### src/hw/rtl/tgi_pkg.sv
package tgi_pkg;

    localparam int FLUX_W = 32;
    localparam int FRAC_W = 16;
    localparam int ADDR_W = 15;
    localparam int POS_W  = 32;

    typedef logic [FLUX_W-1:0] t_flux;
    typedef logic [FRAC_W-1:0] t_frac;
    typedef logic [ADDR_W-1:0] t_addr;
    typedef logic [POS_W-1:0]  t_pos;

    typedef enum logic [2:0] {
        REG_X_LOWER = 3'd0,
        REG_Y_LOWER = 3'd1,
        REG_Z_LOWER = 3'd2,
        REG_X_SCALE = 3'd3,
        REG_Y_SCALE = 3'd4,
        REG_Z_SCALE = 3'd5
    } t_cfg_reg;

    localparam int REG_COUNT = 6;

    typedef enum logic {
        MODE_LOAD  = 1'b0,
        MODE_QUERY = 1'b1
    } t_mode;

endpackage

### src/hw/rtl/tgi_lerp.sv
module tgi_lerp
    import tgi_pkg::*;
(
    input  logic  i_clk,
    input  logic  i_rst_n,
    input  logic  i_valid,
    input  t_flux i_a,
    input  t_flux i_b,
    input  t_frac i_frac,
    output logic  o_valid,
    output t_flux o_result
);

    logic                     r_s1_vld;
    logic                     r_s2_vld;
    t_flux                    r_a;
    logic signed [FLUX_W:0]   r_diff;
    t_frac                    r_f;
    t_flux                    r_res;
    logic signed [FLUX_W+FRAC_W+1:0] prod;
    logic [FLUX_W+1:0]        sum;

    always_ff @(posedge i_clk) begin
        if (!i_rst_n) begin
            r_s1_vld <= 1'b0;
            r_s2_vld <= 1'b0;
        end else begin
            r_s1_vld <= i_valid;
            r_s2_vld <= r_s1_vld;
        end
    end

    always_comb begin
        prod = r_diff * $signed({1'b0, r_f});
        sum  = {2'b00, r_a} + prod[FLUX_W+FRAC_W+1:FRAC_W];
    end

    always_ff @(posedge i_clk) begin
        r_a    <= i_a;
        r_f    <= i_frac;
        r_diff <= $signed({1'b0, i_b}) - $signed({1'b0, i_a});
        r_res  <= sum[FLUX_W-1:0];
    end

    assign o_valid  = r_s2_vld;
    assign o_result = r_res;

endmodule

### config.mk
export PLATFORM = sky130hd
export DESIGN_NAME = tgi_lerp
export DESIGN_NICKNAME = d
export VERILOG_FILES = /design/src/hw/rtl/tgi_pkg.sv /design/src/hw/rtl/tgi_lerp.sv
export SDC_FILE = /design/constraint.sdc
export NUM_CORES = 1
export LEC_CHECK = 0
export ABC_AREA = 1
export BUFFER_PORTS_ARGS = -buffer_cell sky130_fd_sc_hd__buf_2
export CORE_ASPECT_RATIO = 0.5
export CORE_MARGIN = 3
export CORE_UTILIZATION = 55
export DETAILED_ROUTE_END_ITERATION = 8
export PLACE_DENSITY = 0.75
export SKIP_CTS_REPAIR_TIMING = 1
export SLEW_MARGIN = 20
export SYNTH_ARGS = -nofsm -noshare
export SYNTH_HDL_FRONTEND = slang
export SYNTH_SLANG_ARGS = --single-unit
export TNS_END_PERCENT = 10
### constraint.sdc
create_clock -name i_clk -period 8.8 [get_ports i_clk]
set_input_delay 0.88 -clock i_clk [delete_from_list [all_inputs] [get_ports i_clk]]
set_output_delay 0.88 -clock i_clk [all_outputs]
set_load 0.01 [all_outputs]
# [After elaboration in Yosys (flattened, before gate mapping)]
# Cells that the tools add are included.
# W data, S select, Z words.
[op_classes] n_mul=1 add_sub_neg=2
[op_table] cell="$mul A33 B17 Y48" n=1
[op_table] cell="$sub A32 B32 Y33" n=1
[op_table] cell="$add A32 B32 Y32" n=1
[totals] reg_bits=115 wordCells=9 output_inout_bits=33 in_bits=83

# [Logic depth before layout (Yosys ltp)]
[logic_depth] depth_word=2 mapped_depth=44 ltp_nobuf=42

# [Worst setup path after synthesis]
# OpenSTA, ideal clock, no wires.
[synth_path] path_type="flip-flop to flip-flop" start="reg r_diff[32]" end="reg r_res[31], in the netlist o_result[31]" path_buffers=2 t_required_ns=8.691 t_arrival_ns=6.452 setup_ns=0.109 period_less_slack_ns=6.561 stages_incl_launch_ff=38 setup_slack_ns=2.239 path_cell_list="dfxtp_1 > clkbuf_1 > clkbuf_1 > nand2_1 > inv_1 > fa_1 > fa_1 > inv_1 > fa_1 > fa_1 > inv_1 > fa_1 > inv_1 > fa_1 > inv_1 > ha_1 > a21oi_1 > inv_1 > [2 not listed] > nor2_1 > o21ai_0 > a21oi_1 > nand3_1 > nand2_1 > nand2_1 > ha_1 > a21oi_1 > a21boi_0 > nand2_1 > a21oi_1 > nand2_1 > inv_1 > nand2_1 > nand2_1 > nand2_1 > nand2_1 > inv_1"
[synth_via] elab_chain_cells=2
[synth_lines] element="start, declared" line="tgi_lerp.sv:17" text="logic signed [FLUX_W:0] r_diff;"
[synth_lines] element="start signal, assigned" line="tgi_lerp.sv:41" text="r_diff <= $signed({1'b0, i_b}) - $signed({1'b0, i_a});"
[synth_lines] element="$mul A33 B17 Y48" line="tgi_lerp.sv:34" text="prod = r_diff * $signed({1'b0, r_f});"
[synth_lines] element="$add A32 B32 Y32" line="tgi_lerp.sv:35" text="sum = {2'b00, r_a} + prod[FLUX_W+FRAC_W+1:FRAC_W];"
[synth_lines] element="named net sum[31]" line="tgi_lerp.sv:21" text="logic [FLUX_W+1:0] sum;"
[synth_lines] element="end signal, assigned" line="tgi_lerp.sv:42" text="r_res <= sum[FLUX_W-1:0];"
[synth_lines] element="end, declared" line="tgi_lerp.sv:19" text="t_flux r_res;"
# The timed path passes the listed nets, and every way through them passes these cells.
# A chain may end at the register's enable or synchronous reset.

# [Worst setup path after layout]
[layout_path] start="reg r_f[2]" end="reg r_res[30], in the netlist o_result[30]"
[layout_via] elab_chain_cells=2
[layout_lines] element="start, declared" line="tgi_lerp.sv:18" text="t_frac r_f;"
[layout_lines] element="start signal, assigned" line="tgi_lerp.sv:40" text="r_f <= i_frac;"
[layout_lines] element="$mul A33 B17 Y48" line="tgi_lerp.sv:34"
[layout_lines] element="$add A32 B32 Y32" line="tgi_lerp.sv:35"
[layout_lines] element="named net sum[30]" line="tgi_lerp.sv:21"
# The timed path passes the listed nets, and every way through them passes these cells.

==> summary.txt <==
Status
  • Run status: complete, no violations

Timing
  • Fmax: 0.123 GHz
  • Final setup viols: 0
  • Final hold vios: 0
  • Period Utilization, post-route: 92.1%
  • Slew Viols, Final: 0
  • RSZ-0062 raised after global routing: no
  • Worst-margin pin slew: 1030 ps
  • Setup Skew: 17.1 ps
  • Setup TNS: 0 ps
  • Crit path time final: 8100 ps
  • Max-slew headroom at the worst pin: 31.1%

Critical path
  • Number of buffers and inverters on the critical path: 8
  • Crit. End Element: flop
  • Worst path top cell family by delay: adder cells
  • CP dominant cell by count: nand2_1
  • Worst EP arrival: 8440 ps
  • Critical path class: flop to flop
  • Slowest CP cell: dfxtp_1
  • Largest incremental delay on the critical path: 700 ps
  • Highest net fanout along the worst path: 23
  • Worst EP required: 9140 ps
  • Type of origin of the critical path: flop

Logic synthesis
  • Syn Inst Count: 3,443
  • Yosys top cell area share: 38.4%
  • Most frequent cell after synthesis: inv_1
  • Part of the Yosys area used for sequential elements: 9.01%
  • Syn Nets: 4,194
  • Post-synth top flop: dfxtp_1
  • Area leader, netlist: fa_1
  • Netlist Area Pre-Place: 25,600 um^2
  • Post-synth cell types: 45
  • Synth cell count leaders: inv_1 (988), nand2_1 (913), fa_1 (491)
  • Synth top area cells: fa_1 (38%), inv_1 (15%), nand2_1 (13%)
  • Ys async rst share: 0%
  • Number of synthesis warnings: 0
  • Syn_area_per_cell: 7.43 um^2
  • Post-synth EDFFs: 0
  • Synth Register Bits: 115

Die
  • Die height: 158 um
  • Die area: 49,300 um^2
  • # rows: 55
  • Ports: 116
  • Initial Util: 56.1%
  • Die width: 311 um
  • Core box area: 45,600 um^2

Layout
  • FF+latch area: 2310 um^2
  • Share of cells above drive strength 1: 7.03%
  • Multi-input logic area: 19,100 um^2
  • Core Util, Final: 60.3%
  • Final instance area: 27,500 um^2
  • Final nets: 4,250
  • Layout area overhead: 7.45%
  • Non-Filler Instances: 4,140
  • Fill count: 4,160

Placed design
  • PortBufs: 115
  • Final Wtd Congestion: 1.06
  • Placed cells: 4,107
  • Dpl cell area: 26,900 um^2
  • Detailed placer's ending HPWL: 64,000 um

Flow run
  • Max-cap violation count: 0

GRT
  • Initial antenna violation count: 1
  • Pin count of the biggest net entering global routing: 36
  • First-pass GRT wire length: 121,000 um
  • Overflow after GRT: 0
  • GRT Total Usage: 32.1%
  • Vias in the first global route: 22,200

CTS
  • Clk_lat worst skew: 460 ps
  • Max clock buf depth: 2
  • H-tree Lvls: 4
  • TritonCTS Buffers: 17
  • Clock Pin Slew Worst Setup and Hold Paths: 70 ps
  • Clk root buf: clkbuf_16
  • CTS sink cnt: 115
  • CTS tree: done

Worst hold path
  • Type of the most critical hold path: flop to flop

Detailed routing
  • Antenna Nets Post-Route: 0
  • First-pass DRT Iterations: 6
  • Drc violations: 0
  • Initial DRC count: 2,075
  • Vias per inst: 5.33
  • DR vias: 22,000
  • Avg WL per Cell: 18.7 um
  • Final WL: 77,300 um
==> stage by stage <==
step	setup slack (ps)	hold slack [ps]
floorplan	2240	390
global placement	918	392
detailed placement	917	401
CTS	893	417
global route	401	451
finish	698	417
==> worst register-to-register path: cells and delay by family, from the launching register on <==
kind | cells | cell delay [ps]
adders and majority gates | 8 | 3840
and+or+nand+nor | 13 | 1340
AOI/OAI and AO/OA | 5 | 1080
buffers and inverters | 8 | 1050
DFF | 1 | 700
==> final cells by class <==
type                            count  share of cell area (%)
Multi-Input combinational cell   2209                    69.4
Inverter                          992                    13.6
Sequential cell                   115                    8.42
Timing Repair Buffer              164                    3.57
Tap cell                          627                    2.86
Clock buffer                       18                    1.60
Clock inverter                     14                   0.610
Antenna cell                        1                 0.00911
==> flip-flops by register name, summed over array words and instances, names as in the netlist <==
name      count
r_s1_vld      1
r_f          16
r_diff       33
o_valid       1
o_result     32
r_a          32
==> routing by layer <==
layer  GRT usage (%)  wire length [um]  vias to the layer above
met5               0                13                        -
met4            8.90              2100                        2
met3            11.7             10100                      167
met2            50.1             33600                     1182
met1            42.5             31400                    10700
li1                -                 -                    10000
==> logic make-up after synthesis <==
family / count (synthesis) / synth area share [%]
compound gates: 257 / 5.92
xor+xnor: 72 / 2.47
fa+ha+maj: 668 / 47.1
buf+inv: 1119 / 16.4
flops: 115 / 9.01
simple gates: 1212 / 19.0
==> path summary, 6_finish.rpt <==
path | startpoint | endpoint | slack, ps | cells after the start
setup / recovery | r_f[2]$_DFF_P_ | o_result[30]$_DFF_P_ | 700 | 34
hold reg to reg | r_s1_vld$_SDFF_PN0_ | o_valid$_SDFF_PN0_ | 420 | 2
hold / removal | r_s1_vld$_SDFF_PN0_ | o_valid$_SDFF_PN0_ | 420 | 2
setup reg to reg | r_f[2]$_DFF_P_ | o_result[30]$_DFF_P_ | 700 | 34
==> cells in the final DEF, fill, tap and decap left out, types with 14 or more instances in the layout <==
master     count
a21o_1        18
a21oi_1      122
a31oi_1       16
buf_2        115
buf_4         46
clkbuf_16     17
dfxtp_1      106
fa_1         491
ha_1         177
inv_1        988
nand2_1      913
nand3_1       82
nand4_1       14
nor2_1       150
nor3_1        15
o21ai_0       50
o21bai_1      19
xnor2_1       17
xor2_1        55
Power is not shown: default switching activity piles up to over one toggle a cycle in this logic, so the estimate is an artifact.
